[src/rtl/core/nlp_pkg.sv]
// shared constants and codes for the nearest rail projection block
package nlp_pkg;

  localparam int NLP_MAX_RAILS  = 64;
  localparam int NLP_COORD_BITS = 16;
  localparam int NLP_IDX_BITS   = 6;
  localparam int NLP_CNT_BITS   = 7;
  localparam int NLP_MUL_DIGIT  = 12;

  typedef enum logic {
    OP_LOAD  = 1'b0,
    OP_QUERY = 1'b1
  } nlp_op_e;

endpackage

[src/rtl/core/nlp_mul.sv]
// multi-cycle unsigned multiplier, one digit of the b operand per cycle
module nlp_mul #(
  parameter int A_W = 66,
  parameter int B_W = 33,
  parameter int DIG = nlp_pkg::NLP_MUL_DIGIT
) (
  input  logic               clk_i,
  input  logic               rst_ni,
  input  logic               start_i,
  input  logic [A_W-1:0]     a_i,
  input  logic [B_W-1:0]     b_i,
  output logic [A_W+B_W-1:0] prod_o,
  output logic               done_o
);
  import nlp_pkg::*;

  localparam int NCH = (B_W + DIG - 1) / DIG;
  localparam int PBW = NCH * DIG;
  localparam int RW  = A_W + PBW;
  localparam int CNW = $clog2(NCH + 1);

  logic [A_W-1:0]     a_q;
  logic [PBW-1:0]     b_q;
  logic [RW-1:0]      acc_q;
  logic [CNW-1:0]     cnt_q;
  logic               busy_q;
  logic               done_q;
  logic [A_W+DIG-1:0] pp;

  // partial product of the current top digit
  assign pp = a_q * b_q[PBW-1 -: DIG];

  always_ff @(posedge clk_i or negedge rst_ni) begin
    if (!rst_ni) begin
      busy_q <= 1'b0;
      done_q <= 1'b0;
      cnt_q  <= '0;
    end else begin
      done_q <= 1'b0;
      if (start_i) begin
        busy_q <= 1'b1;
        cnt_q  <= CNW'(NCH);
      end else if (busy_q) begin
        cnt_q <= cnt_q - CNW'(1);
        if (cnt_q == CNW'(1)) begin
          busy_q <= 1'b0;
          done_q <= 1'b1;
        end
      end
    end
  end

  always_ff @(posedge clk_i) begin
    if (start_i) begin
      a_q   <= a_i;
      b_q   <= PBW'(b_i);
      acc_q <= '0;
    end else if (busy_q) begin
      acc_q <= (acc_q << DIG) + RW'(pp);
      b_q   <= b_q << DIG;
    end
  end

  assign prod_o = acc_q[A_W+B_W-1:0];
  assign done_o = done_q;

endmodule

[config.mk]
export PLATFORM = sky130hd
export DESIGN_NAME = nlp_mul
export DESIGN_NICKNAME = d
export VERILOG_FILES = /design/src/rtl/core/nlp_pkg.sv /design/src/rtl/core/nlp_mul.sv
export SDC_FILE = /design/constraint.sdc
export NUM_CORES = 2
export LEC_CHECK = 0
export BUFFER_PORTS_ARGS = -buffer_cell sky130_fd_sc_hd__buf_4
export CAP_MARGIN = 25
export CORE_MARGIN = 5
export CORE_UTILIZATION = 55
export CTS_BUF_LIST = sky130_fd_sc_hd__clkbuf_16
export CTS_CLUSTER_SIZE = 16
export DETAILED_ROUTE_END_ITERATION = 8
export PLACE_DENSITY = 0.73
export SYNTH_ARGS = -nofsm -noshare
export SYNTH_HDL_FRONTEND = slang
export SYNTH_SLANG_ARGS = --single-unit
[constraint.sdc]
create_clock -name clk_i -period 8.9 [get_ports clk_i]
set_clock_uncertainty 0.05 [all_clocks]
set_input_delay 0.89 -clock clk_i [delete_from_list [all_inputs] [get_ports clk_i]]
set_output_delay 0.89 -clock clk_i [all_outputs]
set_load 0.03 [all_outputs]
Word-level counts from Yosys, hierarchy flattened:

Index checks and enable logic that the tools add are counted.

* add/sub/neg operators: 2
* $mul: 1
* divide/modulo/power cells: 0
* $lt $le $gt $ge: 0
* equal/unequal tests: 1
* shift-type cells: 0
* multiplexer cells: 10
* bitwise logic cells: 0
* reduce and logical (&&, ||, !) cells: 1

Operators by type and width (number)
* $add A99 B78 Y99: 1
* $mul A66 B12 Y78: 1
* $mux W33: 2
* $mux W1: 6
* $mux W2: 2
* $eq A2 B1 Y1 const B: 1
* $reduce_bool A2 Y1: 1
* $sub A2 B1 Y2 const B: 1

* register bits: 205
* latch bits: 0
* bits in writable memories: 0
* ROM bits: 0
* bits of input ports: 102
* output and inout bits: 100
* word-level logic and storage cells: 22
* memories kept: 0

Depth between registers and ports, before layout:

* word-level depth: 4
* mapped depth: 24

Least setup slack after synthesis:

Ideal clock, no wire load.

* kind: register -> register
* start point: register b_q[27]
* end point: register acc_q[75]
* arrival time: 6042 ps
* setup slack: 2691 ps
* stages on the path, launching flop included: 22
* cell sequence: edfxtp_1 -> clkbuf_1 -> clkbuf_1 -> nand2_1 -> fa_1 -> fa_1 -> inv_1 -> fa_1 -> fa_1 -> inv_1 -> fa_1 -> inv_1 -> ha_1 -> and3_1 -> and2_4 -> a21o_1 -> a2111o_1 -> o21a_1 -> o211ai_4 -> a2111oi_1 -> or4_1 -> a32o_1

* cells in the longest elaborated chain, start to end: 2

Ends and longest elaborated chain
* start: declaration: line nlp_mul.sv:23 `logic [PBW-1:0] b_q;`
* start signal: assignment: line nlp_mul.sv:56 `b_q <= PBW'(b_i);`
* start signal: assignment: line nlp_mul.sv:60 `b_q <= b_q << DIG;`
* $mul A66 B12 Y78: line nlp_mul.sv:31 `assign pp = a_q * b_q[PBW-1 -: DIG];`
* $add A99 B78 Y99: line nlp_mul.sv:59 `acc_q <= (acc_q << DIG) + RW'(pp);`
* end signal: assignment: line nlp_mul.sv:59
* end: declaration: line nlp_mul.sv:24 `logic [RW-1:0] acc_q;`

Every way passes these cells.
A chain may end at the register's enable or synchronous reset.

Worst setup path in the final report:

* start point: register b_q[31]
* end point: register acc_q[70]

Same word-level chain as after synthesis.

==> impl_summary.txt <==
----------------------------------------------------
[Clocking]
  CTS root buf ... clkbuf_16
  CTS Buffer Depth ... 3
  CTS H-tree depth ... 1
  TritonCTS clock tree ... done
  TritonCTS sink count ... 205
  Clock latency on the worst-skew pair ... between 0.6 and 0.7 ns
  Clock slew at reported path FFs ... 0.06 ns
  Clock buffers created by TritonCTS ... 28

[Drt]
  Initial DRC Count ... between 2000 and 2500
  ANT nets after route ... 0
  Per-cell routed wire length ... 20.88 µm
  DRC ... 0
  Wire length after detailed routing ... 95.46 mm
  TritonRoute pass-1 iters ... 6
  DR vias/cell ... 5.747
  Via count ... 26270

[Synthesis]
  Post-Syn Instances ... 3729
  Number of distinct library cell variants in the gate-level netlist after synthesis ... 75
  Synth area leaders ... fa_1 (42%), edfxtp_1 (8.8%), inv_1 (8.0%), nand2_1 (7.0%), dfxtp_1 (6.0%)
  Count of warnings emitted by yosys ... 0
  Most frequent cells after synthesis ... inv_1 (726), fa_1 (707), nand2_1 (633)
  Synthesized cell area ... 33910 µm²
  Syn avg cell area ... 9.093 µm²
  Net count after synthesis ... 4663
  Count leader, synth ... inv_1
  Count of state elements after synthesis ... 205
  Yosys top cell area share ... 41.74%
  Number of flops mapped to enable cells by yosys ... between 90 and 100
  Share of synthesized flip-flops with an asynchronous set or reset ... 1.951%
  Post-synth top flop ... dfxtp_1
  Sequential cell area fraction in the yosys report ... 15.08%
  Cell type with the highest aggregate area in the netlist ... fa_1

[Place]
  Number of buffer cells added on primary ports ... 201
  Post-DP HPWL ... ~75 mm
  Global placement routability congestion ... 0.9688

[Global routing]
  Largest net degree at the start of global routing ... 109
  First-pass GRT wire length ... between 150 and 200 mm
  Total Routing Usage GR ... 29.14%
  Number of global-route vias before repair ... 27700
  Antenna violations before repair ... 0
  Global route overflow ... 0

[Timing]
  Worst slew pin tran ... 0.9991 ns
  Post-layout min period ... 7.691 ns
  Final count of pins violating max slew ... 0
  Count of endpoints failing setup in the final report ... 0
  Final period util ... 86.41%
  Final hold vios ... 0
  Fmax ... 0.1300 GHz
  Unrepaired setup endpoints after global routing ... no
  Accumulated negative setup slack ... 0 ns
  Worst-case headroom to the max-slew limit ... 33.39%

[Cells and area]
  Register cell area after layout ... ~5100 µm²
  Number of diodes added for antenna fixing ... 0
  Layout overhead on the synthesized area ... 8.513%
  Final #Nets ... 4694
  Area used by multi-input combinational logic ... 25200 µm²
  Share of cells above drive strength 1 ... 8.461%
  Fill cell count ... between 5000 and 6000

[Status]
  Status ... finished clean

[Worst setup path]
  Worst Path Arrival ... 8.15 ns
  WS Path Type ... reg2reg
  CP Capture Type ... register
  Required time worst endpoint ... 9.36 ns
  Largest fanout on the critical path ... 27
  Startpoint class of the critical path ... register

[Floorplanning]
  Die footprint ... around 67000 µm²
  Placement row count ... 91
  I/O pins ... 202
  Area of the core ... 61370 µm²
  Die Ht ... 258.3 µm
  Initial core utilization ... between 50 and 60%
  Die span in x ... 258.3 µm

[Hold path]
  Hold Crit Class ... in2reg

[Job]
  Max-capacitance violation count ... 0

----------------------------------------------------
-- path summary, 6_finish.rpt --
path / slack [ns] / end / cells past startpoint / start
worst max-delay path: 1.21 / acc_q[70]$_SDFFE_PP0P_ / 20 / b_q[31]$_DFFE_PP_
worst min-delay path: 0.39 / a_q[19]$_DFFE_PP_ / 1 / a_i[19]
worst max register to register: 1.21 / acc_q[70]$_SDFFE_PP0P_ / 20 / b_q[31]$_DFFE_PP_
worst min register to register: 0.43 / acc_q[96]$_SDFFE_PP0P_ / 2 / acc_q[96]$_SDFFE_PP0P_
max in group asynchronous: 8.10 / busy_q$_DFF_PN0_ / 2 / rst_ni
min in group asynchronous: 0.58 / cnt_q[1]$_DFFE_PN0P_ / 2 / rst_ni
-- sequential cells by signal (all words and copies together), names as in the netlist --
| signal | flops |
|---|---|
| b_q | 36 |
| acc_q | 99 |
| busy_q | 1 |
| cnt_q | 2 |
| a_q | 66 |
| done_o | 1 |
-- routing by layer --
metal  track usage (%)  wire (µm)  up-vias  part of all wire, %
li1                  -          -    11440                    -
met1             41.01      38690    13350                   41
met2             47.06      44730     1263                   47
met3             4.862       8355      216                  8.8
met4             9.016       3687        0                  3.9
met5                 0          0        -                    0
-- logic make-up (layout without fill, tap and decap cells) --
group                      Yosys count  after routing  share of synthesized area (%)
adders and majority gates          832            832                          46.35
AOI/OAI and AO/OA                  387            387                          7.354
and+or+nand+nor                   1219           1219                          16.92
DFF                                205            205                          15.08
muxes                               65             65                          2.000
xor gates and xnor gates            64             64                          1.653
buffers and inverters              957           1010                          10.64
-- cell usage in the layout, fill, tap and decap left out, drive strengths merged, types with 10 or more instances in the layout --
cell	count
nor3	24
a21o	42
nand2	633
xnor2	33
clkbuf	29
o21a	10
o211ai	12
or2	10
inv	733
and2	285
buf	230
xor2	31
nor2	113
mux2	22
nand4	50
a211oi	17
ha	125
edfxtp	99
o21ai	90
nand3	36
fa	707
o21bai	16
mux2i	43
and3	17
dfxtp	102
a21oi	120
-- critical path: stages (launching register included) --
cell and delay (ns):
edfxtp_1 0.99, buf_4 0.50, nand2_1 0.13, fa_1 0.54, inv_1 0.05, fa_1 0.55, fa_1 0.43, fa_1 0.49
inv_1 0.05, fa_1 0.47, inv_1 0.04, ha_1 0.36, a21oi_1 0.31, o21ai_0 0.23, a211oi_1 0.52, a211oi_1 0.21
a2111oi_2 0.71, o31ai_1 0.27, a31o_2 0.31, xor2_1 0.15, a22o_1 0.20
-- layout make-up --
| class | count | area share [%] |
|---|---|---|
| repair buffers | 231 | 4.798 |
| inverters | 727 | 7.416 |
| flip-flops and latches | 205 | 13.92 |
| multi-input cells | 2567 | 68.48 |
| clock buffers | 29 | 1.972 |
| clock inverters | 23 | 0.7277 |
| well taps | 790 | 2.686 |
-- timing repair --
action	CTS	global route
hold buffers	1	0
buffers inserted	0	0
resized for setup	0	0
hold endpoints to repair	4	0
-- metrics by stage --
stage	setup WS [ns]	hold WS, ns	area [µm²]	cells	util [%]
finish	1.209	0.3938	36800	4572	59.96
global route	0.9861	0.3667	36800	4572	59.96
CTS	1.410	0.3625	36800	4572	59.96
detailed placement	1.467	0.4187	35790	4519	58.32
global placement	1.610	0.3980	35790	4519	58.32
floorplan	2.691	0.4066	33910	3729	-
Power is not shown: default switching activity piles up to over one toggle a cycle in this logic, so the estimate is an artifact.
