===== src/rtl/core/nlp_ram.sv =====
// generic single write port, single read port ram with registered read
module nlp_ram #(
  parameter int WIDTH = 8,
  parameter int DEPTH = 16
) (
  input  logic                                  clk_i,
  input  logic                                  we_i,
  input  logic [((DEPTH > 1) ? $clog2(DEPTH) : 1)-1:0] waddr_i,
  input  logic [WIDTH-1:0]                      wdata_i,
  input  logic [((DEPTH > 1) ? $clog2(DEPTH) : 1)-1:0] raddr_i,
  output logic [WIDTH-1:0]                      rdata_o
);

  logic [WIDTH-1:0] mem_q [DEPTH];
  logic [WIDTH-1:0] rdata_q;

  always_ff @(posedge clk_i) begin
    if (we_i) begin
      mem_q[waddr_i] <= wdata_i;
    end
    rdata_q <= mem_q[raddr_i];
  end

  assign rdata_o = rdata_q;

endmodule


===== config.mk =====
export PLATFORM = sky130hd
export DESIGN_NAME = nlp_ram
export DESIGN_NICKNAME = d
export VERILOG_FILES = /design/src/rtl/core/nlp_ram.sv
export SDC_FILE = /design/constraint.sdc
export NUM_CORES = 1
export LEC_CHECK = 0
export ABC_AREA = 1
export BUFFER_PORTS_ARGS = -buffer_cell sky130_fd_sc_hd__buf_2
export CAP_MARGIN = 20
export CELL_PAD_IN_SITES_DETAIL_PLACEMENT = 2
export CELL_PAD_IN_SITES_GLOBAL_PLACEMENT = 2
export CORE_MARGIN = 5
export CORE_UTILIZATION = 36
export CTS_CLUSTER_SIZE = 16
export DETAILED_ROUTE_END_ITERATION = 8
export PLACE_DENSITY = 0.76
export SETUP_SLACK_MARGIN = 0.4
export SLEW_MARGIN = 5
export SYNTH_ARGS = -nofsm -noshare
export SYNTH_HDL_FRONTEND = slang
export SYNTH_SLANG_ARGS = --single-unit

===== constraint.sdc =====
create_clock -name clk_i -period 1.1 [get_ports clk_i]
set_clock_uncertainty 0.05 [all_clocks]
set_input_delay 0.11 -clock clk_i [delete_from_list [all_inputs] [get_ports clk_i]]
set_output_delay 0.11 -clock clk_i [all_outputs]
set_load 0.1 [all_outputs]

; ---- After elaboration in Yosys (flattened, before gate mapping)
; Memory sizes are Yosys's and may differ from the RTL's. A register that Yosys moved wholly into a read port is not among the register bits.
; Cells that the tools add are included.
[totals]
mem_bits_rw = 128
wordCells = 3
output_inout_bits = 8
regBits = 0
mem_count = 1
[mem_list]
columns = memory, depth, word_bits, read_ports, rd_ports_with_merged_regs, write_ports, line
row1 = mem_q, 16, 8, 1, 1, 1, 14  ; logic [WIDTH-1:0] mem_q [DEPTH];
[op_classes]
n_mux = 2
[op_table]
columns = operator, n
row1 = 2-to-1 mux 1 bit, 2

; ---- Logic depth before layout (Yosys ltp)
; Gate-level depths: netlist (run 1).
[logic_depth]
word_depth = 2
ltp_mapped = 8
mapped_depth_nobuf = 7

; ---- Least setup slack after synthesis (run 1)
; No wires, ideal clock.
[synth_path]
kind = in2reg
from = input waddr_i[3] (netlist name)
to = memory mem_q[4][0], enable pin
stages = 2
n_path_buf = 0
setup_slack_ns = -0.011
setup_time_ns = 0.370
t_arrival_ns = 0.691
cell_sequence = nand3b_1 nor2_1
[synth_rtl]
columns = element, line
row1 = from (decl), 8  ; input logic [((DEPTH > 1) ? $clog2(DEPTH) : 1)-1:0] waddr_i,
row2 = to (decl), 14
; No word-level cell before the write port.

==> impl_metrics.csv, run 1 <==
group,metric,value,unit
outcome,status,"complete, but fails checks",
outcome,violations,"setup timing",
grt,grt_pass1_wl,29200,um
worst_hold_path,hp-start,"wdata_i[1]",
clock_network,cts.sinks,136,
setup_path,worstReg2RegEnd,"rdata_o[5]$_DFF_P_",
timing,max_freq,854,MHz
finish,multi_input_area,0.00169,mm2
setup_path,worst_r2r_startpoint,"mem_q[8][5]$_DFFE_PP_",
die,io_pins,26,
grt,antenna_found_initial,0,
die,die_h,137,um
synth,avgSynthCellArea,10.5,um2
setup_path,r2r_cells,6,
setup_path,crit_required,1360,ps
setup_path,regToRegSetupSlack,-70,ps
placement,gp_congestion,0.804,
grt,grt_usage,21.9,%
timing,fin_crit_sh,106,%
setup_path,path_common_cell,"nand3_1",
clock_network,cts.htree.levels,4,
timing,slew_headroom,58.8,%
timing,worst_pin_slew,617,ps
clock_network,clockBufferDepth,2,
timing,worst_hold_slack,45.1,ps
finish,drive_above_1_share,31.8,%
clock_network,hold_buffers,0,
clock_network,cts_root_buffer,"clkbuf_16",
detailed_routing,wl_per_cell,23.7,um
job,maxCapViolations,0,
die,initial_core_util,36.4,%
timing,finalSetupViolCount,6,
detailed_routing,dr.pass1.iters,5,
finish,post-route-cell-area,0.00788,mm2
timing,drv_slew,0,
clock_network,clk_pin_slew,60,ps
synth,ys_seq_elements,136,
placement,dp_hpwl,12400,um
die,die_area,0.0187,mm2
finish,regArea,0.00403,mm2
die,rows,46,
placement,portBuffers,25,
pwr,p_leak,3.29,nW
finish,antenna_cells,0,
synth,synthCells,551,
setup_path,worstPathArrival,1430,ps
pwr,power.total,14.0,mW
grt,grt_max_degree,41,
detailed_routing,drc_errors,0,
synth,syn_nets,569,
detailed_routing,vias,4282,
worst_hold_path,min_to,"mem_q[1][1]$_DFFE_PP_",
worst_hold_path,min_path_cells,1,
setup_path,critPathMaxStageDelay,440,ps
timing,finalWorstSetupSlack,-70.7,ps
die,die_w,137,um
detailed_routing,routed_wl,19900,um
grt,grt_overflow,0,
clock_network,clk_latency,430,ps
timing,rsz0062_at_grt,"yes",
detailed_routing,viasPerCell,5.09,
pwr,pwr_density_cell,1770,mW/mm2
finish,syn_to_final_growth,36.7,%
setup_path,start_kind,"flop",
detailed_routing,drtIter0Drc,318,
grt,grt_pass1_vias,4923,
finish,fill_cells,1577,
timing,hold_viol,0,
clock_network,cts_tree,"done",
setup_path,path_cells,"inv_1, nand2_1, nand3_1, nand3_1, nand3_1, nand2_1",
setup_path,critPathMaxFanout,1,
timing,fin_crit,1170,ps
pwr,vdd_ir_drop_max,1.11,mV
die,core,0.0158,mm2
finish,nNetsFinal,631,
placement,dpl_cell_area,0.00679,mm2
setup_path,slowest_stage,"edfxtp_1",
clock_network,cts_buffers,17,
setup_path,crit_type,"flop to flop",
synth,ys_seq_area_share,69.4,%
synth,synth.distinct_cells,12,
setup_path,end_kind,"flop",
worst_hold_path,hp-class,"input port to flop",
synth,ys.warnings.count,0,
synth,syn_area,0.00577,mm2
detailed_routing,detail-route-antenna-nets,0,
[worst max path at each step]
stage | start | endpoint | slack [ps] | cells after the start
2_1_floorplan | waddr_i[2] | mem_q[10][0]$_DFFE_PP_ | 70 | 2
3_3_place_gp | raddr_i[0] | rdata_o[0]$_DFF_P_ | -230 | 7
3_5_place_dp | raddr_i[0] | rdata_o[0]$_DFF_P_ | -280 | 7
4_1_cts | rdata_o[3]$_DFF_P_ | rdata_o[3] | -30 | 1
5_1_grt | mem_q[3][5]$_DFFE_PP_ | rdata_o[5]$_DFF_P_ | -90 | 6
6_report | mem_q[8][5]$_DFFE_PP_ | rdata_o[5]$_DFF_P_ | -70 | 6
[flip-flops by register name (all words and copies together), names as in the netlist]
name     count
rdata_o      8
mem_q      128
[metrics by stage]
| stage | cells | utilization [%] | worst slack [ps] | setup TNS, ps |
|---|---|---|---|---|
| floorplan | 551 | - | 66.4 | 0 |
| global placement | 808 | 42.9 | -228 | -11740 |
| detailed placement | 808 | 42.9 | -284 | -17070 |
| CTS | 842 | 48.5 | -30.6 | -166 |
| global route | 842 | 49.8 | -91.4 | -392 |
| finish | 842 | 49.8 | -70.7 | -93.8 |
[cell type report]
type                       instances  area share, %
clock buffer                      17           5.40
tap                              216           3.43
multi-input combinational        289           21.5
timing repair buffer              67           10.3
sequential                       136           51.2
inverter                         102           4.95
clock inverter                    15           3.24
[cells in the mapped netlist]
library cell	instances	area share, %
dfxtp_1	8	2.8
nand3b_1	2	0.26
buf_4	4	0.52
buf_6	6	1.2
buf_2	13	1.1
nand2_1	173	11
inv_2	2	0.13
buf_1	1	0.065
edfxtp_1	128	67
inv_1	100	6.5
nor2_1	17	1.1
nand3_1	97	8.4
[placed cells by master, fill, tap and decap left out]
cell type and instances:
bufinv_16 7, inv_4 3, edfxtp_1 128, clkinvlp_4 3, nand3_1 46, nand3_4 4, nand2_1 160, buf_8 1
buf_4 17, clkbuf_16 17, inv_2 10, inv_1 89, nand2_8 1, nand3_2 47, nand2_4 4, buf_12 24
clkbuf_4 1, buf_2 14, nand3b_1 2, clkinv_2 3, nand2_2 8, clkinv_1 2, nor2_4 17, buf_6 10
dfxtp_4 8
[report_power, final]
part	switching, mW	internal (mW)
logic	0.949	0.451
registers	0.0614	5.80
clock network	2.25	4.45
total	3.26	10.7
[critical path, delay by kind of cell, from the launching register on]
family	cells	cell delay [ps]
and+or+nand+nor	5	450
DFF	1	440
buffers and inverters	1	100
[cell families after synthesis]
family | share of synthesized area, %
AND/OR/NAND/NOR | 21.0
buffers and inverters | 9.52
flip-flops | 69.4
[what timing repair did]
item,in CTS,in global routing
resized for setup,45,48
setup endpoints to repair,116,78
pin swaps,13,30
setup buffers,2,0
[metal layers]
layer | share of wire [%] | global-route usage, % | vias up
li1 | - | - | 1900
met1 | 39 | 25.7 | 2229
met2 | 54 | 39.3 | 111
met3 | 4.2 | 4.52 | 42
met4 | 3.0 | 8.79 | 0
met5 | 0 | 0 | -
Power figures use the tool's default switching activity.
==> run 2: changes to the inputs <==
CORE_UTILIZATION = 40   (was 36)
PLACE_DENSITY = 0.8   (was 0.76)
SETUP_SLACK_MARGIN = not set   (was 0.4)
clock period = 1.2 ns   (was 1.1 ns; I/O delays follow)
==> run 2 against run 1 <==
  * The flow now finishes without violations
  * Flip-flop and latch count is the same
  * Die area shrank 9.3%
  * Setup slack gained 110 ps
  * Via count shrank 2.2%
  * Global-route usage grew 1.6 points
  * Core utilization shrank 0.13 points
  * Critical path type is now flop to output port
  * Highest routed layer unchanged
==> impl_metrics.csv, run 2 (synthesis gave the netlist of run 1 again) <==
group,metric,value,unit
clock_network,cts_root_buffer,"clkbuf_16",
setup_path,cp_top_family,"flip-flops",
finish,largest_reg_flops,128,
timing,fin_crit_sh,96.7,%
job,maxCapViolations,0,
clock_network,cts_buffers,17,
die,io_pins,26,
setup_path,worst-path-buf-inv,1,
worst_hold_path,min_path_cells,1,
timing,hold_viol,0,
setup_path,worstPathArrival,990,ps
detailed_routing,detail-route-antenna-nets,0,
timing,max_freq,862,MHz
setup_path,slowest_stage,"dfxtp_2",
die,die_h,130,um
placement,dp_hpwl,11900,um
die,die_w,130,um
worst_hold_path,hp-class,"input port to flop",
finish,largest-register,"mem_q",
grt,grt_overflow,0,
finish,nNetsFinal,622,
finish,antenna_cells,0,
setup_path,end_kind,"output port",
timing,finalSetupViolCount,0,
clock_network,clockBufferDepth,2,
finish,layout_commonest_cell,"nand2_1",
finish,post-route-cell-area,0.00695,mm2
die,initial_core_util,41.2,%
die,die_area,0.0169,mm2
setup_path,crit_required,1030,ps
timing,drv_slew,0,
finish,syn_to_final_growth,20.5,%
timing,fin_crit,1160,ps
grt,grt_pass1_vias,4760,
timing,finalWorstSetupSlack,40.1,ps
grt,antenna_found_initial,0,
clock_network,clk_latency,430,ps
setup_path,cp.depth,1,
clock_network,cts.sinks,136,
die,rows,43,
finish,drive_above_1_share,14.9,%
pwr,vdd_ir_drop_max,1.22,mV
detailed_routing,dr.pass1.iters,5,
setup_path,critPathMaxStageDelay,370,ps
clock_network,cts_tree,"done",
detailed_routing,drc_errors,0,
setup_path,path_cells,"buf_12",
timing,rsz0062_at_grt,"no",
clock_network,cts_setup_buffers,0,
timing,slew_headroom,74.4,%
grt,grt_pass1_wl,28400,um
finish,final_cell_mix,"173 x nand2_1, 128 x edfxtp_1, 100 x inv_1",
setup_path,r2r_cells,6,
setup_path,critPathMaxFanout,1,
outcome,status,"completed",
clock_network,clk_pin_slew,60,ps
setup_path,start_kind,"flop",
die,core,0.0140,mm2
setup_path,crit_type,"flop to output port",
placement,dpl_worst_slack,-178,ps
grt,grt_max_degree,65,
timing,worst_pin_slew,385,ps
detailed_routing,wl_per_cell,23.2,um
pwr,p_leak,3.03,nW
placement,gp_congestion,0.804,
placement,portBuffers,25,
clock_network,cts.htree.levels,4,
detailed_routing,routed_wl,18500,um
detailed_routing,vias,4186,
detailed_routing,viasPerCell,5.25,
pwr,pwr_density_cell,1630,mW/mm2
placement,dpl_cell_area,0.00639,mm2
detailed_routing,drtIter0Drc,315,
grt,grt_usage,23.6,%
==> run 2: timing repair <==
item                                    4_1_cts  5_1_grt
resized for setup                             5        1
endpoints found under the setup margin        5        1
hold buffers                                  0        0
pin swaps                                     0        0
endpoints found under the hold margin         0        0
==> run 2: power by group <==
group          switching (mW)  total, mW  internal, mW
Combinational           0.749       1.08         0.329
Sequential             0.0683       5.39          5.32
Clock                    1.87       4.86          2.98
Total                    2.69       11.3          8.63
==> run 2: routing by layer <==
layer | routed length [um] | global-route usage (%) | up-vias
met1 | 7100 | 27.1 | 2142
met4 | 588 | 10.4 | 0
met2 | 10000 | 42.2 | 118
li1 | - | - | 1881
met5 | 0 | 0 | -
met3 | 728 | 5.03 | 45
==> run 2: final cells by class <==
class	count	area, um2
timing repair buffer	58	568
sequential	136	4010
clock inverter	14	114
fill	1429	7040
multi-input combinational	289	1220
tap	180	225
clock buffer	18	429
inverter	102	383
==> run 2: path summary, 6_finish.rpt <==
check                         start                    end  slack [ps]
max              rdata_o[7]$_DFF_P_             rdata_o[7]          40
min                      wdata_i[2]  mem_q[7][2]$_DFFE_PP_          40
max reg2reg   mem_q[1][3]$_DFFE_PP_     rdata_o[3]$_DFF_P_          60
min reg2reg  mem_q[13][5]$_DFFE_PP_     rdata_o[5]$_DFF_P_         670
==> run 2: metrics by stage <==
step                instances  setup TNS [ps]  utilization (%)  hold slack [ps]  power [mW]
floorplan                 551               0                -              169        6.03
global placement          765           -49.2             45.7              492        6.47
detailed placement        765           -4730             45.7              490        6.53
CTS                       797               0             49.6             34.1        11.4
global route              797               0             49.7             53.6        11.7
finish                    797               0             49.7             43.4        11.3
==> run 3: changes to the inputs <==
CORE_UTILIZATION = 35   (was 40)
PLACE_DENSITY = 0.72   (was 0.8)
==> run 3 against run 2 <==
  * Largest power group is now clock
  * Non-clock buffer count increased by 1
  * Register-to-register slack improved by 50 ps
  * Largest cell class unchanged
  * Via count decreased by 3.2%
  * Core utilization decreased by 6.0 points
  * Total power increased by 8.8%
  * Die area increased by 13%
==> impl_metrics.csv, run 3 (synthesis gave the netlist of run 1 again) <==
group,metric,value,unit
timing,worst_hold_slack,20.9,ps
timing,fin_crit_sh,96.3,%
placement,dpl_cell_area,0.00645,mm2
finish,largest-register,"mem_q",
worst_hold_path,hp-class,"input port to flop",
grt,grt_pass1_vias,4695,
placement,portBuffers,25,
detailed_routing,routed_wl,17200,um
die,initial_core_util,35.3,%
timing,fin_crit,1160,ps
timing,drv_slew,0,
clock_network,cts.sinks,136,
timing,finalSetupViolCount,0,
finish,fin_cells,839,
finish,multi_input_area,0.00123,mm2
detailed_routing,detail-route-antenna-nets,0,
detailed_routing,viasPerCell,4.83,
worst_hold_path,min_path_cells,4,
timing,finalWorstSetupSlack,44.4,ps
clock_network,cts.htree.levels,4,
finish,final_cell_mix,"173 x nand2_1, 128 x edfxtp_1, 100 x inv_1",
setup_path,path_cells,"buf_12",
grt,grt_overflow,0,
timing,slew_headroom,71.6,%
die,die_w,138,um
clock_network,cts_buffers,17,
timing,rsz0062_at_grt,"no",
die,core,0.0163,mm2
finish,drive_above_1_share,15.5,%
clock_network,clk_latency,420,ps
die,die_h,138,um
detailed_routing,drtIter0Drc,310,
die,rows,47,
worst_hold_path,min_to,"rdata_o[5]$_DFF_P_",
placement,dp_hpwl,11400,um
clock_network,cts_root_buffer,"clkbuf_16",
timing,max_freq,865,MHz
clock_network,clk_pin_slew,60,ps
worst_hold_path,hp-start,"raddr_i[2]",
die,io_pins,26,
die,die_area,0.0191,mm2
setup_path,worst-path-buf-inv,1,
clock_network,clockBufferDepth,2,
pwr,pwr_density_cell,1730,mW/mm2
placement,dpl_worst_slack,-152,ps
finish,fill_cells,1726,
setup_path,worstPathArrival,990,ps
grt,grt_pass1_wl,27300,um
timing,hold_viol,0,
timing,fin_setup_tns,0,ps
finish,post-route-cell-area,0.00713,mm2
job,maxCapViolations,0,
detailed_routing,drc_errors,0,
detailed_routing,vias,4050,
detailed_routing,dr.pass1.iters,4,
finish,layout_commonest_cell,"nand2_1",
setup_path,critPathMaxFanout,1,
setup_path,start_kind,"flop",
timing,worst_pin_slew,426,ps
clock_network,cts_setup_buffers,0,
grt,grt_max_degree,33,
outcome,status,"completed",
setup_path,worstReg2RegEnd,"rdata_o[1]$_DFF_P_",
setup_path,crit_type,"flop to output port",
setup_path,regToRegSetupSlack,110,ps
setup_path,critPathMaxStageDelay,380,ps
pwr,p_leak,3.08,nW
setup_path,crit_required,1030,ps
setup_path,slowest_stage,"dfxtp_2",
placement,dp_cells,806,
clock_network,hold_buffers,0,
detailed_routing,wl_per_cell,20.5,um
pwr,power.total,12.3,mW
finish,regArea,0.00401,mm2
clock_network,cts_tree,"done",
grt,antenna_found_initial,0,
finish,final_core_util,43.6,%
setup_path,end_kind,"output port",
setup_path,cp_top_family,"flip-flops",
placement,gp_congestion,0.781,
setup_path,worst_r2r_startpoint,"mem_q[9][1]$_DFFE_PP_",
pwr,vdd_ir_drop_max,1.04,mV
finish,syn_to_final_growth,23.7,%
grt,grt_usage,18.9,%
finish,nNetsFinal,623,
setup_path,r2r_cells,6,
finish,largest_reg_flops,128,
[run 3: cell count changes in the layout (fill, tap and decap cells not counted)]
cell / delta
buf_4: +1
bufinv_16: +4
clkinv_1: -3
clkinv_2: -5
clkinv_4: +1
clkinvlp_4: +3
dfxtp_1: +3
dfxtp_2: -3
diode_2: +1
nand3_1: -3
nand3_2: +3
[run 3: routing by layer]
metal / wire [um] / vias up / track usage, %
li1: - / 1883 / -
met5: 0 / - / 0
met1: 7410 / 2078 / 22.9
met3: 356 / 30 / 3.25
met2: 8960 / 59 / 33.2
met4: 447 / 0 / 8.37
[run 3: how the worst max path moves through the flow]
| stage | cells after the start | from | end | slack, ps |
|---|---|---|---|---|
| 2_1_floorplan | 2 | waddr_i[3] | mem_q[4][0]$_DFFE_PP_ | 80 |
| 3_3_place_gp | 8 | raddr_i[0] | rdata_o[0]$_DFF_P_ | -100 |
| 3_5_place_dp | 8 | raddr_i[0] | rdata_o[0]$_DFF_P_ | -150 |
| 4_1_cts | 1 | rdata_o[5]$_DFF_P_ | rdata_o[5] | 10 |
| 5_1_grt | 1 | rdata_o[5]$_DFF_P_ | rdata_o[5] | 5 |
| 6_report | 1 | rdata_o[0]$_DFF_P_ | rdata_o[0] | 40 |
[run 3: area by class of cell]
class	instances	area share, %
Sequential cell	136	56.2
Multi-Input combinational cell	289	17.3
Timing Repair Buffer	59	8.07
Clock buffer	18	6.02
Inverter	102	5.37
Tap cell	220	3.86
Clock inverter	14	3.21
Antenna cell	1	0.0351
[run 3: report_power, final]
part,internal [mW],switching (mW),total (mW)
clock network,3.87,1.99,5.87
logic,0.336,0.739,1.07
registers,5.31,0.0569,5.37
[run 3: tightest hold or removal path: cells and delay by family]
kind / cells / cell delay [ps]
buffers and inverters: 1 / 130
and+or+nand+nor: 3 / 210
[run 3: timing repair]
action / in CTS / in global routing
gates cloned: 0 / 0
endpoints found under the setup margin: 3 / 2
pin swaps: 0 / 0
resized for setup: 3 / 3
