[config.mk]
export PLATFORM = sky130hd
export DESIGN_NAME = nlp_div
export DESIGN_NICKNAME = d
export VERILOG_FILES = /design/src/rtl/core/nlp_div.sv
export SDC_FILE = /design/constraint.sdc
export NUM_CORES = 1
export LEC_CHECK = 0
export BUFFER_PORTS_ARGS = -buffer_cell sky130_fd_sc_hd__buf_2
export CORE_MARGIN = 2
export CORE_UTILIZATION = 60
export DETAILED_ROUTE_END_ITERATION = 8
export HOLD_SLACK_MARGIN = 0.15
export PLACE_DENSITY = 0.82
export SLEW_MARGIN = 20
export SYNTH_ARGS = -nofsm -noshare
export SYNTH_HDL_FRONTEND = slang
export SYNTH_SLANG_ARGS = --single-unit
[constraint.sdc]
create_clock -name clk_i -period 8.9 [get_ports clk_i]
set_clock_uncertainty 0.05 [all_clocks]
set_input_delay 0.445 -clock clk_i [delete_from_list [all_inputs] [get_ports clk_i]]
set_output_delay 0.445 -clock clk_i [all_outputs]
set_load 0.005 [all_outputs]
[src/rtl/core/nlp_div.sv]
// restoring divider, one quotient bit per cycle
module nlp_div #(
  parameter int N_W = 49,
  parameter int D_W = 33
) (
  input  logic           clk_i,
  input  logic           rst_ni,
  input  logic           start_i,
  input  logic [N_W-1:0] num_i,
  input  logic [D_W-1:0] den_i,
  output logic [N_W-1:0] quo_o,
  output logic           done_o
);

  localparam int CNW = $clog2(N_W + 1);

  logic [N_W-1:0] num_q;
  logic [D_W-1:0] den_q;
  logic [D_W-1:0] rem_q;
  logic [CNW-1:0] cnt_q;
  logic           busy_q;
  logic           done_q;
  logic [D_W:0]   trial;
  logic [D_W:0]   diff;
  logic           ge;

  assign trial = {rem_q, num_q[N_W-1]};
  assign ge    = trial >= {1'b0, den_q};
  assign diff  = trial - {1'b0, den_q};

  always_ff @(posedge clk_i or negedge rst_ni) begin
    if (!rst_ni) begin
      busy_q <= 1'b0;
      done_q <= 1'b0;
      cnt_q  <= '0;
    end else begin
      done_q <= 1'b0;
      if (start_i) begin
        busy_q <= 1'b1;
        cnt_q  <= CNW'(N_W);
      end else if (busy_q) begin
        cnt_q <= cnt_q - CNW'(1);
        if (cnt_q == CNW'(1)) begin
          busy_q <= 1'b0;
          done_q <= 1'b1;
        end
      end
    end
  end

  always_ff @(posedge clk_i) begin
    if (start_i) begin
      num_q <= num_i;
      den_q <= den_i;
      rem_q <= '0;
    end else if (busy_q) begin
      rem_q <= ge ? diff[D_W-1:0] : trial[D_W-1:0];
      num_q <= {num_q[N_W-2:0], ge};
    end
  end

  assign quo_o  = num_q;
  assign done_o = done_q;

endmodule

# After elaboration in Yosys (flattened, before gate mapping)
# Cells that the tools add are included.
classes:
  n_mul: 0
  shift: 0
  mux: 11
  n_addsub: 2
  reduce_logical: 1
  order_cmp: 1
  n_bitwise: 0
  n_eq_ne: 1
  n_div: 0
op_table:
  columns: ["operator", "count"]
  rows:
  - ["49-bit 2-to-1 mux", 2]
  - ["34-bit by 33-bit greater-or-equal comparator with 1-bit output", 1]
  - ["33-bit 2-to-1 mux", 1]
  - ["33-bit subtractor", 1]
  - ["6-bit 2-to-1 mux", 2]
  - ["6-bit by 1-bit == test with 1-bit output (second input constant)", 1]
  - ["1-bit 2-to-1 mux", 6]
  - ["6-bit by 1-bit subtractor with 6-bit output (second input constant)", 1]
  - ["2-bit nonzero test", 1]
word_totals:
  mem_count: 0
  reg_bits: 123
  ramBits: 0
  latch_bits: 0
  output_inout_bits: 50
  in_bits: 85
  mem_bits_ro: 0

# Depth between registers and ports, before layout
# Gate-level depths: netlist of run 1.
logic_depth:
  word_depth: 4
  ltp_mapped: 13
  mapped_depth_nobuf: 12

# Least setup slack after synthesis of run 1
# Ideal clock, no wire load.
synth_path:
  path_type: "register -> register"
  from: "register num_q[48] (netlist: quo_o[48])"
  to: "register num_q[0] (netlist: quo_o[0]), data pin"
  path_stages_with_launch: 13
  t_arrival_ns: 2.781
  n_path_buf: 1
  setup_time_ns: 0.260
  slack_ns: 5.809
  t_required_ns: 8.590
  period_less_slack_ns: 3.091
  cell_sequence: "edfxtp_1 > inv_1 > ha_1 > inv_1 > fa_1 > a21o_1 > a221oi_2 > o211ai_1 > o21a_1 > a311oi_2 > nand2_2 > buf_6 > mux2_2"
synth_between:
  elab_chain_len: 3
synth_lines:
  columns: ["item", "line_no", "rtl"]
  rows:
  - ["from (decl)", "17", "logic [N_W-1:0] num_q;"]
  - ["from (signal assigned)", "53", "num_q <= num_i;"]
  - ["from (signal assigned)", "58", "num_q <= {num_q[N_W-2:0], ge};"]
  - ["34-bit by 33-bit greater-or-equal comparator with 1-bit output", "28", "assign ge = trial >= {1'b0, den_q};"]
  - ["49-bit 2-to-1 mux", "56", "end else if (busy_q) begin"]
  - ["49-bit 2-to-1 mux", "52", "if (start_i) begin"]
# No other way between the ends. The select of a mux whose other input is x is not followed.
# A chain may end at the register's enable or synchronous reset.

# Final worst setup path of run 1
# Ends and elaborated chain as after synthesis.

==> key figures, run 1 <==
Critical path
  – Cell mode on critical path: inv_1
  – Register-to-register setup slack: 4.96 ns
  – CP endpoint: quo_o[0]
  – Cells along the critical path: inv_1, ha_1, inv_1, fa_1, a21o_1, a221oi_2, o211ai_1, o21a_1, a311oi_2, nand2_2, mux2_2
  – CP max FO: 33
  – Buf+Inv Stages, Crit Path: 2
  – CP peak stage delay: 0.60 ns
  – Startpoint Class: register
  – Worst path arrival time: 4.05 ns
  – CP delay by family, top: compound AO/OA/AOI/OAI gates
  – Reg2reg start: quo_o[48]
  – Worst Reg2Reg Path Length in Cells: 11
  – R2R Path End: quo_o[0]
  – Crit end category: register
  – Worst path slowest cell: nand2_2
  – Worst endpoint required time: 9.02 ns
  – Worst path depth: 11
  – WS Path Type: register to register
  – CP Launch Point: quo_o[48]

Timing
  – RSZ-0062 raised after global routing: false
  – Final worst-path cycle share: 0.442
  – Final Hold Fails: 0
  – Setup TNS: 0 ns
  – Slew Viols, Final: 0
  – Headroom to the max-slew limit: 0.377
  – Fmax: 0.254 GHz
  – Final worst path period need: 3.94 ns
  – Worst slew pin tran: 0.931 ns
  – Worst Setup Slack, final: 4.96 ns
  – Final setup viols: 0

Pwr
  – Leak pwr: 3.71 nW
  – Switching Power: 0.881 mW
  – PwrDens: 285 nW/um^2
  – Comb power frac: 0.397
  – Reg power frac: 0.331
  – Maximum VDD drop: 220 uV
  – Internal: 1.55 mW
  – Clock Power Share: 0.272
  – Sw frac: 0.362

Routing
  – Post-route DRC violation count: 0
  – Wire length on met2: 8040 um
  – DR pass1 iterations: 7
  – DRT Wirelength: 16,200 um
  – DRT iter0 DRCs: 426
  – Final antenna-violating net count: 0
  – DR vias: 5,579
  – WL met1: 6710 um
  – Met3 wire length: 1100 um
  – Drt wl/cell: 17.0 um
  – Detail-routed via count per cell: 5.87
  – Top Layer Used: met4

Die
  – Die area: 12,400 um^2
  – Die height: 111 um
  – Core Region: 11,400 um^2
  – Die X: 111 um
  – I/O pin count: 135
  – Row Count: 39
  – Initial Util: 0.610

Layout
  – FF+latch area: 3320 um^2
  – Multi-input gate area: 3300 um^2
  – Area delta synth->final: 23.2%
  – Layout cell share with drive strength beyond 1: 0.290
  – Antenna Cells: 0
  – Fill count: 754
  – Nets: 915

Global routing
  – Antenna violations before repair: 0
  – GRT Util Overall: 0.265
  – Gr ovfl total: 0
  – First-pass GRT wire length: 26,400 um
  – Vias in the first global route: 5,595
  – Largest net degree at the start of global routing: 66

Synthesis
  – Top post-synthesis cells by area: edfxtp_1 (36%), dfxtp_1 (9.5%), mux2_2 (8.0%)
  – Syn avg cell area: 10.9 um^2
  – Asr flop ratio synth: 0.0650
  – Synth warn: 0
  – Cell Area, Synth: 6930 um^2
  – Cells after synthesis: 638
  – Dominant cell type by area after synthesis: edfxtp_1
  – Post-synth EDFFs: 82
  – Most frequent cells after synthesis: edfxtp_1 (82), mux2_2 (49), nor2_1 (47)
  – Syn Nets: 759
  – Top-count cell post-synth: edfxtp_1
  – FF+latch count, synth: 123
  – Ys flop type: edfxtp_1
  – Sequential share of the synthesized area: 0.479
  – Post-synth top area share: 0.355
  – Post-synthesis cell type count: 62

Clocking
  – Sink Count: 123
  – CTS tree: built
  – CTS max path bufs: 2
  – CTS buffer count: 17
  – Clk_lat worst skew: 0.43 ns
  – Clock-pin slew on the worst setup and hold paths: 0.06 ns
  – Post-CTS Resized: 0
  – Number of H-tree levels: 4
  – Clock Root Buffer: clkbuf_16

Run
  – Max-cap violations: 0

Place
  – Post-DP HPWL: 10,600 um
  – GP Congestion: 0.902
  – Pre-CTS setup slack: 5.03 ns
  – IO buf count: 134

Outcome
  – Outcome: finished clean

Worst hold path
  – Hold_sp: den_i[7]
  – Hold crit path type: input port to register
==> power by group through the flow <==
stage | sequential, mW | clock [mW] | combinational, mW
finish | 0.804 | 0.663 | 0.967
floorplan | 0.792 | 0 | 0.753
global route | 0.816 | 0.694 | 1.06
detailed placement | 0.808 | 0 | 0.930
global placement | 0.804 | 0 | 0.902
CTS | 0.802 | 0.670 | 0.956
==> metrics by stage <==
stage	total power, mW	util	hold slack (ns)	cell area (um^2)	cells
6_report	2.43	0.751	0.161	8540	950
2_1_floorplan	1.54	-	0.0994	6930	638
5_1_grt	2.57	0.751	0.151	8540	950
4_1_cts	2.43	0.751	0.152	8530	950
3_3_place_gp	1.71	0.673	0.243	7650	886
3_5_place_dp	1.74	0.673	0.244	7650	886
==> metal layers <==
layer	global-route usage	vias to the layer above
met1	0.320	2632
met5	0	-
met3	0.0708	33
li1	-	2687
met2	0.455	227
met4	0.103	0
==> cell usage in the layout (no fill, tap or decap), types with 23 or more instances in the layout <==
| cell | Yosys | routed |
|---|---|---|
| a211oi_1 | 24 | 24 |
| a21oi_1 | 36 | 36 |
| buf_2 | 5 | 133 |
| dfxtp_1 | 33 | 33 |
| dlygate4sd3_1 | 0 | 32 |
| edfxtp_1 | 82 | 82 |
| ha_1 | 35 | 35 |
| inv_1 | 44 | 44 |
| mux2_2 | 49 | 49 |
| mux2i_1 | 24 | 24 |
| nand2_1 | 42 | 41 |
| nor2_1 | 47 | 47 |
| o21ai_0 | 23 | 23 |
| xnor2_1 | 23 | 23 |
==> worst min path at each step <==
stage	slack [ns]	depth (start not counted)	end
CTS	0.15	1	den_q[4]
detailed placement	0.24	1	cnt_q[2]
floorplan	0.1	0	busy_q
global placement	0.24	1	cnt_q[1]
finish	0.16	1	den_q[7]
global route	0.15	1	den_q[7]
==> sequential cells by signal, summed over array words and instances (netlist names) <==
register  count
quo_o        49
den_q        33
rem_q        33
cnt_q         6
busy_q        1
done_o        1
==> area by class of cell <==
class / instances / share of cell area
flip-flops and latches: 123 / 0.389
clock buffers: 19 / 0.0519
repair buffers: 168 / 0.118
clock inverters: 13 / 0.0139
well taps: 143 / 0.0210
multi-input cells: 439 / 0.386
inverters: 45 / 0.0198
==> timing repair <==
item	in CTS	in global routing
hold buffers	32	0
buffers inserted	0	0
endpoints found under the hold margin	39	0
==> logic make-up (layout without fill, tap and decap cells) <==
| kind of cell | after synthesis | after routing | share of synthesized area |
|---|---|---|---|
| XOR/XNOR | 28 | 28 | 0.0354 |
| buffers and inverters | 76 | 245 | 0.0458 |
| multiplexers | 73 | 73 | 0.114 |
| AND/OR/NAND/NOR | 142 | 142 | 0.0951 |
| AO/OA/AOI/OAI | 160 | 160 | 0.164 |
| flip-flops | 123 | 123 | 0.479 |
| adder cells (fa/ha/maj) | 36 | 36 | 0.0661 |
Power figures use the tool's default switching activity.
==> run 2: changes to the inputs <==
Settings changed: CORE_UTILIZATION 60 to 56, PLACE_DENSITY 0.82 to 0.77.
Clock period 8.9 ns to 3.7 ns, I/O delays scaled along.
==> key figures, run 2 (synthesized netlist as in run 1, its figures left out) <==
Die
  – I/O pin count: 135 (unchanged)
  – Die X: 115 um (+3.4%)
  – Row Count: 40 (+2.6%)
  – Initial Util: 0.575 (-0.0350)
  – Die height: 115 um (+3.4%)
  – Core Region: 12,100 um^2 (+6.1%)
  – Die area: 13,300 um^2 (+6.9%)

Routing
  – DR pass1 iterations: 7 (unchanged)
  – Detail-routed via count per cell: 5.81 (-1.0%)
  – Drt wl/cell: 18.7 um (+10%)
  – Final antenna-violating net count: 0 (unchanged)
  – DRT Wirelength: 19,300 um (+19%)
  – DRT iter0 DRCs: 456 (+7.0%)
  – DR vias: 5,987 (+7.3%)
  – Post-route DRC violation count: 0 (unchanged)

Layout
  – Most frequent cells in the layout: buf_2 (133), dlygate4sd3_1 (84), edfxtp_1 (82), mux2_2 (49), nor2_1 (47)
  – Nets: 970 (+6.0%)
  – Antenna Cells: 0 (unchanged)
  – Fill count: 736 (-2.4%)
  – Max FFs per register: 49 (unchanged)
  – Commonest non-fill, non-tap cell in the layout: buf_2
  – Area delta synth->final: 32.3%
  – Layout cell share with drive strength beyond 1: 0.274 (-0.0162)

Critical path
  – Worst endpoint required time: 3.97 ns (-5.05 ns)
  – Reg2reg start: quo_o[48]
  – CP max FO: 13 (-61%)
  – Startpoint Class: register
  – Register-to-register setup slack: 0.31 ns (-4.66 ns)
  – Crit end category: register
  – R2R Path End: rem_q[12]
  – CP endpoint: rem_q[12]
  – Worst Reg2Reg Path Length in Cells: 13 (+2)
  – CP Launch Point: quo_o[48]
  – Worst path arrival time: 3.67 ns (-0.38 ns)
  – WS Path Type: register to register

Global routing
  – First-pass GRT wire length: 30,500 um (+15%)
  – Gr ovfl total: 0 (unchanged)
  – Largest net degree at the start of global routing: 81 (+23%)
  – Vias in the first global route: 6,034 (+7.8%)
  – GRT Util Overall: 0.300 (+0.0348)
  – Antenna violations before repair: 0 (unchanged)

Place
  – GP Congestion: 0.894 (-0.94%)
  – IO buf count: 134 (unchanged)
  – Post-DP HPWL: 11,300 um (+6.7%)

Timing
  – Setup TNS: 0 ns (unchanged)
  – Final worst-path cycle share: 0.917 (+0.475)
  – Slew Viols, Final: 0 (unchanged)
  – Headroom to the max-slew limit: 0.329 (-0.0477)
  – Final Hold Fails: 0 (unchanged)
  – Final setup viols: 0 (unchanged)
  – Worst slew pin tran: 1.01 ns (+0.0749 ns)
  – RSZ-0062 raised after global routing: false
  – Fmax: 0.295 GHz (+16%)
  – Final worst path period need: 3.39 ns (-0.541 ns)

Pwr
  – Switching Power: 2.16 mW (+150%)
  – Total power: 6.12 mW (+150%)
  – PwrDens: 667 nW/um^2 (+130%)
  – Internal: 3.96 mW (+150%)
  – Maximum VDD drop: 450 uV (+100%)
  – Sw frac: 0.354 (-0.00824)
  – Comb power frac: 0.396 (about the same)
  – Leak pwr: 3.95 nW (+6.5%)
  – Reg power frac: 0.320 (-0.011)
  – Clock Power Share: 0.284 (+0.012)

Run
  – Max-cap violations: 0 (unchanged)

Clocking
  – Sink Count: 123 (unchanged)
  – Clock Root Buffer: clkbuf_16
  – CTS buffer count: 17 (unchanged)
  – Clk_lat worst skew: 0.43 ns (about the same)
  – Number of H-tree levels: 4 (unchanged)
  – CTS tree: built
  – Clock-pin slew on the worst setup and hold paths: 0.06 ns (about the same)
  – CTS max path bufs: 2 (unchanged)
  – Post-CTS Setup Bufs: 0 (unchanged)

Outcome
  – Outcome: finished clean

Worst hold path
  – Hold crit path type: input port to register
[run 2: cell types whose count changed in the layout (fill, tap and decap cells not counted), moves of 2 or more]
cell,before,now
clkinv_2,3,0
dlygate4sd3_1,32,84
inv_6,4,0
buf_4,3,6
bufinv_16,1,3
clkbuf_8,1,3
[run 2: power groups by stage]
stage	sequential [mW]	combinational (mW)	clock, mW
global placement	1.94	2.20	0
floorplan	1.90	1.81	0
CTS	1.94	2.36	1.74
global route	1.98	2.65	1.81
detailed placement	1.95	2.27	0
finish	1.96	2.43	1.74
[run 2: what timing repair did]
item	in CTS	in global routing
gates resized for setup	0	1
endpoints found under the hold margin	90	0
hold buffers	84	0
endpoints found under the setup margin	0	23
[run 2: per-stage QoR]
step / instance area [um^2] / cells / worst slack, ns / hold WS [ns] / utilization
2_1_floorplan: 6930 / 638 / 0.609 / -0.161 / -
3_3_place_gp: 7710 / 914 / 0.455 / -0.0183 / 0.639
3_5_place_dp: 7710 / 914 / 0.288 / -0.0142 / 0.639
4_1_cts: 9160 / 1030 / 0.277 / 0.333 / 0.760
5_1_grt: 9170 / 1030 / 0.00699 / 0.366 / 0.761
6_report: 9170 / 1030 / 0.306 / 0.353 / 0.761
[run 2: final cells by class]
cell class / count / area (um^2) / area share
Sequential cell: 123 / 3320 / 0.362
Multi-Input combinational cell: 439 / 3300 / 0.360
Timing Repair Buffer: 223 / 1550 / 0.169
Clock buffer: 22 / 474 / 0.0517
Tap cell: 168 / 210 / 0.0229
Inverter: 45 / 169 / 0.0184
Clock inverter: 10 / 140 / 0.0153
[run 2: worst min-delay path by stage]
| stage | start | to | slack [ns] | depth (start not counted) |
|---|---|---|---|---|
| after global routing | start_i | quo_o[8] | 0.37 | 2 |
| after floorplan | rst_ni | busy_q | -0.16 | 0 |
| final | start_i | quo_o[12] | 0.35 | 2 |
| after detailed placement | rst_ni | cnt_q[1] | -0.01 | 1 |
| after global placement | rst_ni | cnt_q[1] | -0.02 | 1 |
| after CTS | start_i | cnt_q[4] | 0.33 | 3 |
[run 2: worst max-delay path, stage by stage (launching register included)]
cell and delay, ns:
edfxtp_1 0.42, inv_1 0.08, ha_1 0.17, inv_1 0.06
fa_1 0.40, a21o_1 0.25, a221oi_4 0.34, o211ai_1 0.16
o21a_1 0.23, a311oi_2 0.29, nand2_2 0.17, buf_4 0.26
mux2i_1 0.15, a211oi_1 0.25
[run 2: routing by layer]
layer | track usage | wire length, um | vias to the layer above
met2 | 0.513 | 9610 | 311
li1 | - | - | 2795
met1 | 0.362 | 7660 | 2837
met4 | 0.104 | 459 | 0
met5 | 0 | 0 | -
met3 | 0.0886 | 1580 | 44
==> run 3: changes to the inputs <==
Settings changed: ABC_AREA set to 1, CORE_UTILIZATION 56 to 57.
==> key figures, run 3 <==
Die
  – I/O pin count: 135 (unchanged)
  – Die area: 14,700 um^2 (+11%)
  – Initial Util: 0.589 (+0.0142)
  – Die X: 121 um (+5.4%)
  – Core Region: 13,300 um^2 (+11%)
  – Row Count: 42 (+5.0%)
  – Die height: 121 um (+5.4%)

Clocking
  – Clk_lat worst skew: 0.43 ns (about the same)
  – Number of H-tree levels: 4 (unchanged)
  – CTS tree: built
  – Clock-pin slew on the worst setup and hold paths: 0.06 ns (about the same)
  – CTS max path bufs: 2 (unchanged)
  – CTS buffer count: 17 (unchanged)
  – Clock Root Buffer: clkbuf_16
  – Sink Count: 123 (unchanged)

Critical path
  – Crit end category: register
  – CP max FO: 33 (+20)
  – Startpoint Class: register
  – Worst path arrival time: 2.86 ns (-0.81 ns)
  – WS Path Type: register to register
  – Worst endpoint required time: 4.00 ns (+0.03 ns)
  – Worst Reg2Reg Path Length in Cells: 13 (unchanged)

Timing
  – Final worst-path cycle share: 0.693 (-0.225)
  – Final setup viols: 0 (unchanged)
  – Final Hold Fails: 0 (unchanged)
  – Worst slew pin tran: 0.869 ns (-0.137 ns)
  – Final worst path period need: 2.56 ns (-0.831 ns)
  – Slew Viols, Final: 0 (unchanged)
  – RSZ-0062 raised after global routing: false
  – Fmax: 0.390 GHz (+32%)
  – Setup TNS: 0 ns (unchanged)
  – Headroom to the max-slew limit: 0.420 (+0.0903)

Synthesis
  – Syn Nets: 1,189 (+57%)
  – Dominant cell type by area after synthesis: edfxtp_1
  – Synth warn: 0 (unchanged)
  – Cell Area, Synth: 7860 um^2 (+13%)
  – Cells after synthesis: 1,068 (+67%)
  – Sequential share of the synthesized area: 0.423 (-0.0566)
  – Ys flop type: edfxtp_1
  – Most frequent cells after synthesis: nand2_1 (430), inv_1 (175), edfxtp_1 (82)
  – Top-count cell post-synth: nand2_1
  – Post-synth EDFFs: 82 (unchanged)
  – Post-synth top area share: 0.313 (-0.0420)
  – Asr flop ratio synth: 0.0650 (unchanged)
  – Syn avg cell area: 7.36 um^2 (-32%)
  – Post-synthesis cell type count: 40 (-35%)
  – Top post-synthesis cells by area: edfxtp_1 (31%), nand2_1 (21%), dfxtp_1 (8.4%)
  – FF+latch count, synth: 123 (unchanged)

Layout
  – Most frequent cells in the layout: nand2_1 (430), inv_1 (174), buf_2 (133), dlygate4sd3_1 (85), edfxtp_1 (82)
  – Area delta synth->final: 27.3%
  – Nets: 1,407 (+45%)
  – Antenna Cells: 0 (unchanged)
  – Commonest non-fill, non-tap cell in the layout: nand2_1
  – Max FFs per register: 49 (unchanged)
  – Final Non-Filler Cells: 1,475 (+43%)
  – Layout cell share with drive strength beyond 1: 0.169 (-0.104)

Routing
  – Post-route DRC violation count: 0 (unchanged)
  – DR pass1 iterations: 7 (unchanged)
  – DRT iter0 DRCs: 618 (+36%)
  – Drt wl/cell: 15.8 um (-16%)
  – DR vias: 7,779 (+30%)
  – Detail-routed via count per cell: 5.27 (-9.3%)
  – DRT Wirelength: 23,300 um (+21%)
  – Final antenna-violating net count: 0 (unchanged)

Global routing
  – GRT Util Overall: 0.331 (+0.0308)
  – Gr ovfl total: 0 (unchanged)
  – Antenna violations before repair: 0 (unchanged)
  – First-pass GRT wire length: 37,600 um (+23%)
  – Largest net degree at the start of global routing: 66 (-19%)
  – Vias in the first global route: 7,734 (+28%)

Pwr
  – Maximum VDD drop: 356 uV (-21%)
  – Leak pwr: 5.23 nW (+32%)
  – PwrDens: 592 nW/um^2 (-11%)

Run
  – Max-cap violations: 0 (unchanged)

Place
  – IO buf count: 134 (unchanged)
  – GP Congestion: 0.964 (+7.9%)
  – Post-DP HPWL: 14,800 um (+31%)
  – Placed cell count: 1,358 (+49%)

Worst hold path
  – WHS Path Cells: 2 (unchanged)
  – Hold crit path type: input port to register

Outcome
  – Outcome: finished clean
==> run 3: changes by cell type after synthesis, sizes merged, moves of 11 or more <==
cell and change:
nand2 +401, a21o -14, inv +138, mux2 -49
nand3 +86, mux2i -24, nand3b +11, a21oi -13
a211oi -26
==> run 3: metal layers <==
layer	global-route usage	routed length [um]
met2	0.556	11100
met4	0.128	782
met1	0.410	9420
met3	0.0808	2020
met5	0	0
==> run 3: cell type report <==
class	count	area [um^2]
Inverter	182	683
Tap cell	176	220
Sequential cell	123	3320
Clock buffer	20	437
Clock inverter	12	98.8
Fill cell	1012	3340
Timing Repair Buffer	224	1560
Multi-Input combinational cell	738	3680
==> run 3: worst paths after layout <==
path	from	end	slack, ns
setup / recovery	den_q[29]	rem_q[18]	1.14
hold / removal	den_i[2]	den_q[2]	0.41
setup reg to reg	den_q[29]	rem_q[18]	1.14
hold reg to reg	rem_q[22]	rem_q[22]	0.42
max in group asynchronous	rst_ni	cnt_q[2]	2.65
min in group asynchronous	rst_ni	done_o	0.67
==> run 3: power breakdown <==
part / internal (mW) / switching [mW] / leakage (nW)
Combinational: 0.936 / 1.61 / 3.74
Clock: 0.915 / 0.624 / 0.259
Sequential: 1.70 / 0.142 / 1.23
==> run 3: kinds of logic (layout without fill, tap and decap cells) <==
group	Yosys count	after routing	synth area share
XOR/XNOR	15	15	0.0167
flip-flops	123	123	0.423
buffers and inverters	207	438	0.109
AO/OA/AOI/OAI	55	55	0.0374
adder cells (fa/ha/maj)	36	36	0.0583
AND/OR/NAND/NOR	632	632	0.356
==> run 3: critical path, cell delays in order, from the launching register on <==
cell and delay [ns]:
edfxtp_1 0.33, inv_1 0.05, ha_1 0.38, nand2_2 0.13
inv_2 0.03, nand2_1 0.06, nand3_1 0.12, a21oi_1 0.20
nand2_2 0.11, nor2_8 0.41, nand2_8 0.27, nand2_1 0.16
nand3_1 0.08, o21ai_1 0.09
==> run 3: stage by stage <==
stage / hold WS (ns) / setup WS (ns) / cell area [um^2] / util / power, mW
detailed placement: -0.00724 / 1.19 / 8620 / 0.646 / 4.25
floorplan: -0.161 / 0.894 / 7860 / - / 3.74
global placement: -0.00920 / 1.26 / 8620 / 0.646 / 4.21
CTS: 0.404 / 1.18 / 10000 / 0.750 / 5.86
global route: 0.418 / 0.956 / 10000 / 0.750 / 6.32
finish: 0.413 / 1.14 / 10000 / 0.750 / 5.92
==> run 3: repair_timing <==
item,in CTS,in global routing
setup buffers,0,0
hold buffers,85,0
endpoints found under the hold margin,91,0
gates resized for setup,0,0
